<file path="src/hw/rtl/flt_pkg.sv">
// shared types and constants for the flow table with aging
// used by flt_ctrl, flt_dp and flow_table_with_aging_unit; no dependencies
`default_nettype none

package flt_pkg;

	localparam int unsigned MAX_FLOWS_DEF = 64;

	localparam int unsigned KEY_W   = 32;
	localparam int unsigned HITS_W  = 32;
	localparam int unsigned INDEX_W = 6;
	localparam int unsigned COUNT_W = 7;

	typedef enum logic {
		REQ_LOOKUP = 1'b0,
		REQ_SWEEP  = 1'b1
	} req_t;

	typedef enum logic [1:0] {
		ST_IDLE,
		ST_LOOKUP,
		ST_SWEEP,
		ST_DONE
	} state_t;

	// one table entry as held in the entry memory
	typedef struct packed {
		logic [KEY_W-1:0]  key;
		logic              recent;
		logic [HITS_W-1:0] hits;
	} entry_t;

	// controller to datapath
	typedef struct packed {
		logic start;
		logic scan;
		logic hit_wr;
		logic miss_fin;
		logic sweep_keep;
		logic sweep_fin;
		logic out_load;
	} cmd_t;

	// datapath to controller
	typedef struct packed {
		logic key_match;
		logic scan_end;
	} sts_t;

endpackage

`default_nettype wire

</file>
<file path="src/hw/rtl/flt_ctrl.sv">
// controller state machine of the flow table
// depends on flt_pkg; drives flt_dp through cmd_t and reads sts_t
`default_nettype none

module flt_ctrl (
	input  logic          clk,
	input  logic          arst_n,
	input  logic          in_valid,
	output logic          in_ready,
	input  logic          req_type,
	output logic          out_valid,
	input  logic          out_ready,
	input  flt_pkg::sts_t sts,
	output flt_pkg::cmd_t cmd
);
	import flt_pkg::*;

	state_t state_q;
	state_t state_d;
	logic   out_valid_q;

	always_ff @(posedge clk or negedge arst_n) begin
		if (!arst_n) begin
			state_q     <= ST_IDLE;
			out_valid_q <= 1'b0;
		end else begin
			state_q <= state_d;
			if (cmd.out_load) begin
				out_valid_q <= 1'b1;
			end else if (out_ready) begin
				out_valid_q <= 1'b0;
			end
		end
	end

	always_comb begin
		state_d  = state_q;
		cmd      = '0;
		in_ready = 1'b0;
		unique case (state_q)
			ST_IDLE: begin
				in_ready = 1'b1;
				if (in_valid) begin
					cmd.start = 1'b1;
					state_d   = (req_type == REQ_SWEEP) ? ST_SWEEP : ST_LOOKUP;
				end
			end
			ST_LOOKUP: begin
				if (sts.key_match) begin
					cmd.hit_wr = 1'b1;
					state_d    = ST_DONE;
				end else if (sts.scan_end) begin
					cmd.miss_fin = 1'b1;
					state_d      = ST_DONE;
				end else begin
					cmd.scan = 1'b1;
				end
			end
			ST_SWEEP: begin
				cmd.scan       = 1'b1;
				cmd.sweep_keep = 1'b1;
				if (sts.scan_end) begin
					cmd.sweep_fin = 1'b1;
					state_d       = ST_DONE;
				end
			end
			ST_DONE: begin
				// wait for the output register to be free
				if (!out_valid_q || out_ready) begin
					cmd.out_load = 1'b1;
					state_d      = ST_IDLE;
				end
			end
			default: begin
				state_d = ST_IDLE;
			end
		endcase
	end

	assign out_valid = out_valid_q;

endmodule

`default_nettype wire

</file>
<file path="src/hw/rtl/flt_dp.sv">
// datapath of the flow table: entry memory, scan pipeline, result registers
// depends on flt_pkg; controlled by flt_ctrl
`default_nettype none

module flt_dp #(
	parameter int unsigned MAX_FLOWS = flt_pkg::MAX_FLOWS_DEF
) (
	input  logic                         clk,
	input  logic                         arst_n,
	input  flt_pkg::cmd_t                cmd,
	output flt_pkg::sts_t                sts,
	input  logic [flt_pkg::KEY_W-1:0]    peer_addr,
	output logic                         hit,
	output logic [flt_pkg::INDEX_W-1:0]  flow_index,
	output logic [flt_pkg::HITS_W-1:0]   hit_count,
	output logic                         table_full,
	output logic [flt_pkg::COUNT_W-1:0]  active_count,
	output logic [flt_pkg::COUNT_W-1:0]  removed_count
);
	import flt_pkg::*;

	localparam int unsigned IDX_W = (MAX_FLOWS > 1) ? $clog2(MAX_FLOWS) : 1;
	localparam int unsigned CNT_W = $clog2(MAX_FLOWS + 1);

	entry_t            entry_mem_q [MAX_FLOWS];
	entry_t            rd_s1;
	logic              chk_vld_s1;
	logic [IDX_W-1:0]  chk_idx_s1;

	logic [KEY_W-1:0]  key_q;
	logic [CNT_W-1:0]  used_q;
	logic [CNT_W-1:0]  ix_q;
	logic [CNT_W-1:0]  kept_q;

	logic              issue;
	logic              keep;
	logic              full;
	logic [HITS_W-1:0] hits_inc;
	logic              wr_en;
	logic [IDX_W-1:0]  wr_addr;
	entry_t            wr_data;

	logic              res_hit_q;
	logic [IDX_W-1:0]  res_idx_q;
	logic [HITS_W-1:0] res_hits_q;
	logic              res_full_q;
	logic [CNT_W-1:0]  res_active_q;
	logic [CNT_W-1:0]  res_removed_q;

	logic               hit_q;
	logic [INDEX_W-1:0] flow_index_q;
	logic [HITS_W-1:0]  hit_count_q;
	logic               table_full_q;
	logic [COUNT_W-1:0] active_count_q;
	logic [COUNT_W-1:0] removed_count_q;

	always_comb begin
		issue         = cmd.scan && (ix_q < used_q);
		sts.key_match = chk_vld_s1 && (rd_s1.key == key_q);
		sts.scan_end  = (ix_q == used_q) && !chk_vld_s1;
		full          = (used_q == CNT_W'(MAX_FLOWS));
		keep          = cmd.sweep_keep && chk_vld_s1 && rd_s1.recent;
		hits_inc      = (rd_s1.hits == '1) ? rd_s1.hits : rd_s1.hits + HITS_W'(1);

		wr_en   = 1'b0;
		wr_addr = chk_idx_s1;
		wr_data = rd_s1;
		priority if (cmd.hit_wr) begin
			wr_en   = 1'b1;
			wr_data = '{key: key_q, recent: 1'b1, hits: hits_inc};
		end else if (cmd.miss_fin && !full) begin
			wr_en   = 1'b1;
			wr_addr = used_q[IDX_W-1:0];
			wr_data = '{key: key_q, recent: 1'b1, hits: HITS_W'(1)};
		end else if (keep) begin
			// survivor moves down to the next dense slot, recent bit cleared
			wr_en   = 1'b1;
			wr_addr = kept_q[IDX_W-1:0];
			wr_data = '{key: rd_s1.key, recent: 1'b0, hits: rd_s1.hits};
		end
	end

	// entry memory, one write and one registered read per cycle
	always_ff @(posedge clk) begin
		if (wr_en) begin
			entry_mem_q[wr_addr] <= wr_data;
		end
		rd_s1      <= entry_mem_q[ix_q[IDX_W-1:0]];
		chk_idx_s1 <= ix_q[IDX_W-1:0];
	end

	always_ff @(posedge clk or negedge arst_n) begin
		if (!arst_n) begin
			used_q     <= '0;
			ix_q       <= '0;
			kept_q     <= '0;
			chk_vld_s1 <= 1'b0;
		end else begin
			if (cmd.start) begin
				ix_q       <= '0;
				kept_q     <= '0;
				chk_vld_s1 <= 1'b0;
			end else begin
				chk_vld_s1 <= issue;
				if (issue) begin
					ix_q <= ix_q + CNT_W'(1);
				end
				if (keep) begin
					kept_q <= kept_q + CNT_W'(1);
				end
			end
			if (cmd.miss_fin && !full) begin
				used_q <= used_q + CNT_W'(1);
			end else if (cmd.sweep_fin) begin
				used_q <= kept_q;
			end
		end
	end

	always_ff @(posedge clk) begin
		if (cmd.start) begin
			key_q <= peer_addr;
		end
		if (cmd.hit_wr) begin
			res_hit_q     <= 1'b1;
			res_idx_q     <= chk_idx_s1;
			res_hits_q    <= hits_inc;
			res_full_q    <= 1'b0;
			res_active_q  <= used_q;
			res_removed_q <= '0;
		end else if (cmd.miss_fin) begin
			res_hit_q     <= 1'b0;
			res_removed_q <= '0;
			if (full) begin
				res_idx_q    <= '0;
				res_hits_q   <= '0;
				res_full_q   <= 1'b1;
				res_active_q <= used_q;
			end else begin
				res_idx_q    <= used_q[IDX_W-1:0];
				res_hits_q   <= HITS_W'(1);
				res_full_q   <= 1'b0;
				res_active_q <= used_q + CNT_W'(1);
			end
		end else if (cmd.sweep_fin) begin
			res_hit_q     <= 1'b0;
			res_idx_q     <= '0;
			res_hits_q    <= '0;
			res_full_q    <= 1'b0;
			res_active_q  <= kept_q;
			res_removed_q <= used_q - kept_q;
		end
		if (cmd.out_load) begin
			hit_q           <= res_hit_q;
			flow_index_q    <= INDEX_W'(res_idx_q);
			hit_count_q     <= res_hits_q;
			table_full_q    <= res_full_q;
			active_count_q  <= COUNT_W'(res_active_q);
			removed_count_q <= COUNT_W'(res_removed_q);
		end
	end

	assign hit           = hit_q;
	assign flow_index    = flow_index_q;
	assign hit_count     = hit_count_q;
	assign table_full    = table_full_q;
	assign active_count  = active_count_q;
	assign removed_count = removed_count_q;

endmodule

`default_nettype wire

</file>
<file path="src/hw/rtl/flow_table_with_aging_unit.sv">
// top level of the flow table with aging sweep
// depends on flt_pkg, flt_ctrl and flt_dp
`default_nettype none

// Dense flow table of up to MAX_FLOWS entries keyed by a 32-bit peer address,
// with one result transaction for every input transaction. A lookup
// (req_type 0) scans the active entries in index order through the single
// read port of the entry memory, one entry per cycle; a hit sets the recent
// bit and bumps the saturating hit count, a miss appends a new entry with a
// count of 1, or raises table_full when every slot is taken. An aging sweep
// (req_type 1) walks the same memory once, moving every entry with its recent
// bit set down to the next dense slot and clearing the bit, then reports the
// new count and how many entries went away. One transaction is in work at a
// time: a lookup that hits at index i ends its scan at that entry, a miss or
// a sweep reads all n active entries, so the entry scan sets the rate. The
// finished result sits in an output register and the next input transaction
// is taken while it waits; only the completion of the following one stalls
// until the output is free. The table needs no clearing pass after reset:
// only entries below the active count are ever used, and each of them was
// written first.

module flow_table_with_aging_unit #(
	parameter int unsigned MAX_FLOWS = flt_pkg::MAX_FLOWS_DEF
) (
	input  logic                         clk,
	input  logic                         arst_n,
	// input transactions
	input  logic                         in_valid,
	output logic                         in_ready,
	input  logic                         req_type,
	input  logic [flt_pkg::KEY_W-1:0]    peer_addr,
	// result transactions
	output logic                         out_valid,
	input  logic                         out_ready,
	output logic                         hit,
	output logic [flt_pkg::INDEX_W-1:0]  flow_index,
	output logic [flt_pkg::HITS_W-1:0]   hit_count,
	output logic                         table_full,
	output logic [flt_pkg::COUNT_W-1:0]  active_count,
	output logic [flt_pkg::COUNT_W-1:0]  removed_count
);
	import flt_pkg::*;

	cmd_t cmd;
	sts_t sts;

	// sequencing: accept, scan, finish, hand result to output register
	flt_ctrl u_ctrl (
		.clk       (clk),
		.arst_n    (arst_n),
		.in_valid  (in_valid),
		.in_ready  (in_ready),
		.req_type  (req_type),
		.out_valid (out_valid),
		.out_ready (out_ready),
		.sts       (sts),
		.cmd       (cmd)
	);

	// entry memory, scan pipeline, compaction and result registers
	flt_dp #(
		.MAX_FLOWS (MAX_FLOWS)
	) u_dp (
		.clk           (clk),
		.arst_n        (arst_n),
		.cmd           (cmd),
		.sts           (sts),
		.peer_addr     (peer_addr),
		.hit           (hit),
		.flow_index    (flow_index),
		.hit_count     (hit_count),
		.table_full    (table_full),
		.active_count  (active_count),
		.removed_count (removed_count)
	);

endmodule

`default_nettype wire
</file>
<file path="config.mk">
export PLATFORM = sky130hd
export DESIGN_NAME = flow_table_with_aging_unit
export DESIGN_NICKNAME = d
export VERILOG_FILES = /design/src/hw/rtl/flt_pkg.sv /design/src/hw/rtl/flt_ctrl.sv /design/src/hw/rtl/flt_dp.sv /design/src/hw/rtl/flow_table_with_aging_unit.sv
export SDC_FILE = /design/constraint.sdc
export NUM_CORES = 2
export LEC_CHECK = 0
export BUFFER_PORTS_ARGS = -buffer_cell sky130_fd_sc_hd__buf_4
export CAP_MARGIN = 20
export CORE_ASPECT_RATIO = 1.1
export CORE_MARGIN = 3
export CORE_UTILIZATION = 34
export CTS_CLUSTER_SIZE = 28
export DETAILED_ROUTE_END_ITERATION = 10
export GPL_TIMING_DRIVEN = 0
export PLACE_DENSITY = 0.53
export SLEW_MARGIN = 15
export SYNTH_ARGS = -nofsm -noshare
export SYNTH_HDL_FRONTEND = slang
export SYNTH_MEMORY_MAX_BITS = 65536
export SYNTH_SLANG_ARGS = --single-unit
</file>
<file path="constraint.sdc">
create_clock -name clk -period 11.6 [get_ports clk]
set_input_delay 2.32 -clock clk [delete_from_list [all_inputs] [get_ports clk]]
set_output_delay 2.32 -clock clk [all_outputs]
set_load 0.02 [all_outputs]
</file>
# --- Word-level counts from Yosys, hierarchy flattened ---
# Memory sizes are Yosys's and may differ from the RTL's. A register that Yosys moved wholly into a read port is not among the register bits.
# Index checks and enable logic that the tools add are counted.
# Widths: inputs -> output; s select.
op_classes:
  mul: 0
  n_eq_ne: 9
  n_mux: 55
  order_cmp: 1
  n_addsub: 5
  n_shift: 0
  n_reduce_logical: 19
  n_div: 0
  bitwise: 0
ops:
  columns: ["cell", "n"]
  rows:
  - ["$mux 65", 2]
  - ["$mux 32", 4]
  - ["$mux 7", 9]
  - ["$mux 6", 7]
  - ["$mux 33", 1]
  - ["$add 32x1->32 const B", 1]
  - ["$eq 32x32->1", 1]
  - ["$eq 32x32->1 const B", 1]
  - ["$mux 1", 23]
  - ["$add 7x1->7 const B", 3]
  - ["$mux 2", 7]
  - ["$reduce_bool 2->1", 5]
  - ["$pmux 2 s4", 1]
  - ["$eq 7x7->1", 1]
  - ["$eq 7x7->1 const B", 1]
  - ["$lt 7x7->1", 1]
  - ["$sub 7x7->7", 1]
  - ["$logic_and 1x1->1", 6]
  - ["$eq 2x2->1 const B", 2]
  - ["$logic_not 1->1", 3]
  - ["$reduce_bool 3->1", 1]
  - ["$eq 2x1->1 const B", 1]
  - ["$logic_not 2->1", 1]
  - ["$ne 2x1->1 const B", 1]
  - ["other kinds (5)", 5]
totals:
  n_memories: 1
  latchBits: 0
  ram_bits: 4160
  regBits: 171
  rom_bits: 0
mem_list:
  columns: ["memory", "depth", "width", "rd", "rd_clocked_by_memory_dff", "wr", "line", "source"]
  rows:
  - ["u_dp.entry_mem_q", 64, 65, 1, 1, 1, "flt_dp.sv:25", "entry_t entry_mem_q [MAX_FLOWS];"]

# --- Depth between registers and ports, before layout ---
logic_depth:
  word_depth: 11
  depth_mapped: 15

# --- Hierarchy ---
# A second synthesis with hierarchy kept.
unflattened:
  hier_cells: 7318
  area_unflattened_um2: 166528.5
by_module_without_submodules:
  columns: ["mod", "n_inst", "cells_each", "area_per_inst_um2"]
  rows:
  - ["flt_dp", 1, 7287, 166226.9]
  - ["flt_ctrl", 1, 31, 301.5]

# --- Worst setup path after synthesis ---
# No wires, ideal clock.
synth_path:
  kind: "register to register"
  start: "reg u_dp.ix_q[0]"
  end: "mem u_dp.entry_mem_q[22][0] in the netlist's numbering (enable)"
  setup_ps: 568
  required_ps: 11032
  t_arrival_ps: 7720
  path_slack_ps: 3312
  synth_period_minus_slack_ps: 8288
  stages_incl_launch_ff: 15
  path_cell_list: "dfrtp_1 clkbuf_1 clkbuf_1 clkbuf_1 inv_1 ha_1 nand4b_1 nor3_1 clkbuf_1 and2_1 clkbuf_1 nand2_1 o31ai_1 o21ai_1 nor3_1"
synth_via:
  elab_chain_cells: 10
  elab_cells_between_ends: 12
  classes_between: "1 x eq/ne; 9 x mux; 2 x reduce/logical"
synth_lines:
  columns: ["item", "line", "source"]
  rows:
  - ["from (decl)", "flt_dp.sv:32", "logic [CNT_W-1:0] ix_q;"]
  - ["from (signal assigned)", "flt_dp.sv:106", "ix_q <= ix_q + CNT_W'(1);"]
  - ["$eq 7x7->1 (*)", "flt_dp.sv:60", "sts.scan_end = (ix_q == used_q) && !chk_vld_s1;"]
  - ["$logic_and 1x1->1 (*)", "flt_dp.sv:60", null]
  - ["$mux 1 (*)", "flt_ctrl.sv:52", "end else if (sts.scan_end) begin"]
  - ["$mux 1 (*)", "flt_ctrl.sv:49", "if (sts.key_match) begin"]
  - ["$mux 2 (*)", "flt_ctrl.sv:40", "unique case (state_q)"]
  - ["$logic_and 1x1->1 (*)", "flt_dp.sv:71", "end else if (cmd.miss_fin && !full) begin"]
  - ["$mux 1", "flt_dp.sv:71", null]
  - ["$mux 1", "flt_dp.sv:68", "priority if (cmd.hit_wr) begin"]
  - ["$mux 1", "flt_dp.sv:85", "if (wr_en) begin"]
  - ["$mux 1 (implied by the code)", "flt_dp.sv:86", "entry_mem_q[wr_addr] <= wr_data;"]
  - ["to (decl)", "flt_dp.sv:25", null]
# Every way passes the cells marked *; elsewhere a longest branch is shown, timed or not.

# --- Worst setup path in the final report ---
layout_path:
  start: "reg u_dp.ix_q[0]"
  end: "mem u_dp.entry_mem_q[34][23] in the netlist's numbering (enable)"
# The elaborated chain is that of the path after synthesis.

==> results by group <==
Run status
  • Status: finished clean

Routing
  • # DRC: 0
  • Via density: 5.43
  • First drt pass iteration count: 6
  • Post-route ant nets: 0
  • Routed WL: 495000 um
  • Initial DRC count: 10800
  • DR WL/cell: 32.7 um
  • Via count: 82100

Clock tree
  • Post-CTS Hold Buffers: 0
  • CTS H-Tree Depth: 5
  • Clock sinks: 4396
  • Clock Latency Late Sink: 1040 ps
  • Postcts setup bufs: 0
  • Cts bufs inserted: 427
  • Post_cts resized: 0
  • CTS tree: done
  • Maximum clock path buffer count: 4
  • Clk pin slew, worst setup/hold paths: 60 ps
  • CTS Root Cell: clkbuf_16

Floorplanning
  • Total core area: 489000 um2
  • Initial Util: 34.2%
  • Die Area: 501000 um2
  • Die height: 742 um
  • Die Wd: 675 um
  • FP Rows: 269
  • Num ports: 93

Synthesis
  • Synthesized net count: 6893
  • #FFs+latches synth: 4396
  • Post-synthesis adder-cell area fraction: 0.191%
  • Top FF cell, synth: edfxtp_1
  • XOR/XNOR Fraction of Synth Area: 0.372%
  • Combinational family with the most area after synthesis: multiplexers
  • Share of flip-flops with an asynchronous set or reset: 0.569%
  • Mux cell area share after synthesis: 18.4%
  • Simple-gate share of the synthesized area: 1.28%
  • Synth top area cells: edfxtp_1 (77%), mux4_2 (18%), dfxtp_1 (0.96%)
  • Synthesized area per cell: 24.5 um2
  • Synth area leader: edfxtp_1
  • Sequential-to-total area share from yosys stat: 78.3%
  • Post-synth EDFFs: 4291
  • Synthesized area: 167000 um2
  • Post-Syn Instances: 6831
  • Distinct cells, synth: 66
  • Compound-Gate Fraction of Synth Area: 0.538%
  • Yosys top cell area share: 77.0%
  • Synth warn: 0

STA
  • RSZ-0062 raised after global routing: no
  • Final WS setup: 3570 ps
  • Slew Limit Headroom: 17.1%
  • Min Tclk post-route: 8030 ps
  • Setup TNS Final: 0 ps
  • Clk_skew: 90.3 ps
  • Period utilisation layout: 69.2%
  • Final setup vio count: 0
  • Slew @ Worst Pin: 1240 ps
  • Hold WS: 386 ps
  • Final Hold Vio Count: 0
  • Max Freq: 0.125 GHz
  • Slew Viols, Final: 0

Pwr
  • Leak pwr: 62.3 nW
  • Peak supply drop: 0.180 mV
  • PwrDens: 228 nW/um2

Global route
  • Number of global-route vias before repair: 83300
  • Initial antenna violation count: 36
  • Total grt overflow: 0
  • Gr usage total: 19.5%
  • Largest net degree at the start of global routing: 65
  • First-pass GRT wire length: 678000 um

Place
  • DPL Wire Length: 364000 um
  • Inst Count DP: 14300
  • Pre-CTS WS: 3790 ps
  • Input/output buffers: 92
  • Final Wtd Congestion: 0.816
  • Dpl cell area: 186000 um2

Critical path
  • CP Launch Type: flop
  • Worst stage delay on the critical path: 740 ps
  • CP Capture Type: flop
  • Cell family with most CP delay: buffers and inverters
  • Slowest-stage cell, CP: clkbuf_1
  • Setup CP Type: flop to flop
  • Critical path arrival: 8710 ps
  • Dominant cell type by count on the critical path: buf_4
  • Critical path required time: 12280 ps
  • Crit-path cells: clkbuf_1 > clkbuf_2 > buf_16 > clkbuf_1 > inv_1 > ha_1 > nand4b_1 > nor3_1 > clkbuf_1 > and2_1 > clkbuf_1 > nand2_1 > o31ai_1 > o21ai_1 > nor3_2 > buf_4 > buf_4 > buf_6 > buf_4 > buf_4 > buf_4 > buf_4
  • Worst r2r path cells: 22
  • Buffer and inverter count on the worst path: 14
  • WP depth: 22
  • Critical Path Fanout Max: 10

Cells and area
  • Area growth, synth to finish: 20.0%
  • Most frequent cells in the layout: edfxtp_1 (4291), mux4_2 (1365), buf_4 (589)
  • Commonest non-fill, non-tap cell in the layout: edfxtp_1
  • Nets: 8278
  • Cell area after layout: 201000 um2
  • Non-filler cells, final: 15100
  • Share of post-route cells with drive strength above 1: 37.5%

Job
  • Max Cap Viol: 0

Min path
  • Hold crit path type: flop to flop
  • WHS Path Cells: 0
[registers in the layout, summed over array words and instances (netlist names), 6 cells and up]
register	count
u_dp.entry_mem_q	4160
u_dp.rd_s1	65
u_dp.hit_count	32
u_dp.key_q	32
u_dp.res_hits_q	32
u_dp.active_count	7
u_dp.ix_q	7
u_dp.kept_q	7
u_dp.removed_count	7
u_dp.res_active_q	7
u_dp.res_removed_q	7
u_dp.used_q	7
u_dp.chk_idx_s1	6
u_dp.flow_index	6
u_dp.res_idx_q	6
[cell families after synthesis]
family,count (synthesis)
AO/OA/AOI/OAI,144
XOR/XNOR,71
adder cells (fa/ha/maj),25
buffers and inverters,386
flip-flops,4396
multiplexers,1371
AND/OR/NAND/NOR,438
[layer usage]
layer	track usage (%)	share of wire, %	up-vias
met5	0	0.024	-
met2	32.5	50	3828
met1	26.0	39	45100
met4	5.82	3.0	12
met3	3.64	7.8	712
li1	-	-	32500
[per-stage QoR]
stage          util [%]  power (mW)
2_1_floorplan         -        27.1
3_3_place_gp       36.0        31.0
3_5_place_dp       38.1        32.1
4_1_cts            41.0        46.0
5_1_grt            41.0        47.3
6_report           41.1        45.8
[path summary, 6_finish.rpt]
kind | from | to | slack (ps)
max in group asynchronous | arst_n | u_dp.ix_q[5]$_DFFE_PN0P_ | 10060
setup reg to reg | u_dp.ix_q[0]$_DFFE_PN0P_ | u_dp.entry_mem_q[34][23]$_DFFE_PP_ | 3570
hold / removal | u_dp.res_hits_q[17]$_SDFFCE_PN0P_ | u_dp.hit_count[17]$_DFFE_PP_ | 390
hold reg to reg | u_dp.res_hits_q[17]$_SDFFCE_PN0P_ | u_dp.hit_count[17]$_DFFE_PP_ | 390
min in group asynchronous | arst_n | u_dp.used_q[1]$_DFFE_PN0P_ | 1230
setup / recovery | u_dp.ix_q[0]$_DFFE_PN0P_ | u_dp.entry_mem_q[34][23]$_DFFE_PP_ | 3570
[cell type report]
| class | count | area (um2) |
|---|---|---|
| Timing Repair Buffer | 956 | 10300 |
| Tap cell | 6504 | 8140 |
| Fill cell | 42300 | 288000 |
| Inverter | 31 | 116 |
| Clock inverter | 253 | 2710 |
| Buffer | 355 | 1500 |
| Antenna cell | 36 | 90.1 |
| Clock buffer | 543 | 11400 |
| Multi-Input combinational cell | 2049 | 35500 |
| Sequential cell | 4396 | 131000 |
[synth_stat cells, drive strengths merged, types with 3 or more instances]
library cell / number
a21oi: 30
ha: 24
mux2i: 5
a21o: 11
edfxtp: 4291
clkbuf: 263
nand3: 29
nor3: 83
xnor2: 58
o21ai: 48
a22oi: 3
o22ai: 8
o211ai: 3
dfrtp: 25
a211oi: 3
nor4: 7
or3: 3
nor2: 65
inv: 31
o21a: 6
and3: 14
nand4b: 3
nand2: 165
or4: 10
nor2b: 5
dfxtp: 80
xor2: 13
buf: 92
a21boi: 3
nand4: 31
mux4: 1365
a31oi: 4
o31ai: 9
nand2b: 3
and2: 6
and4: 4
[where the power goes]
part / switching [mW] / internal, mW / leakage [nW] / total [mW]
logic: 6.75 / 4.12 / 15.8 / 10.9
registers: 0.326 / 20.6 / 39.6 / 20.9
clock network: 6.13 / 7.85 / 6.86 / 14.0
No activity file was read; power rests on OpenSTA's default activity.
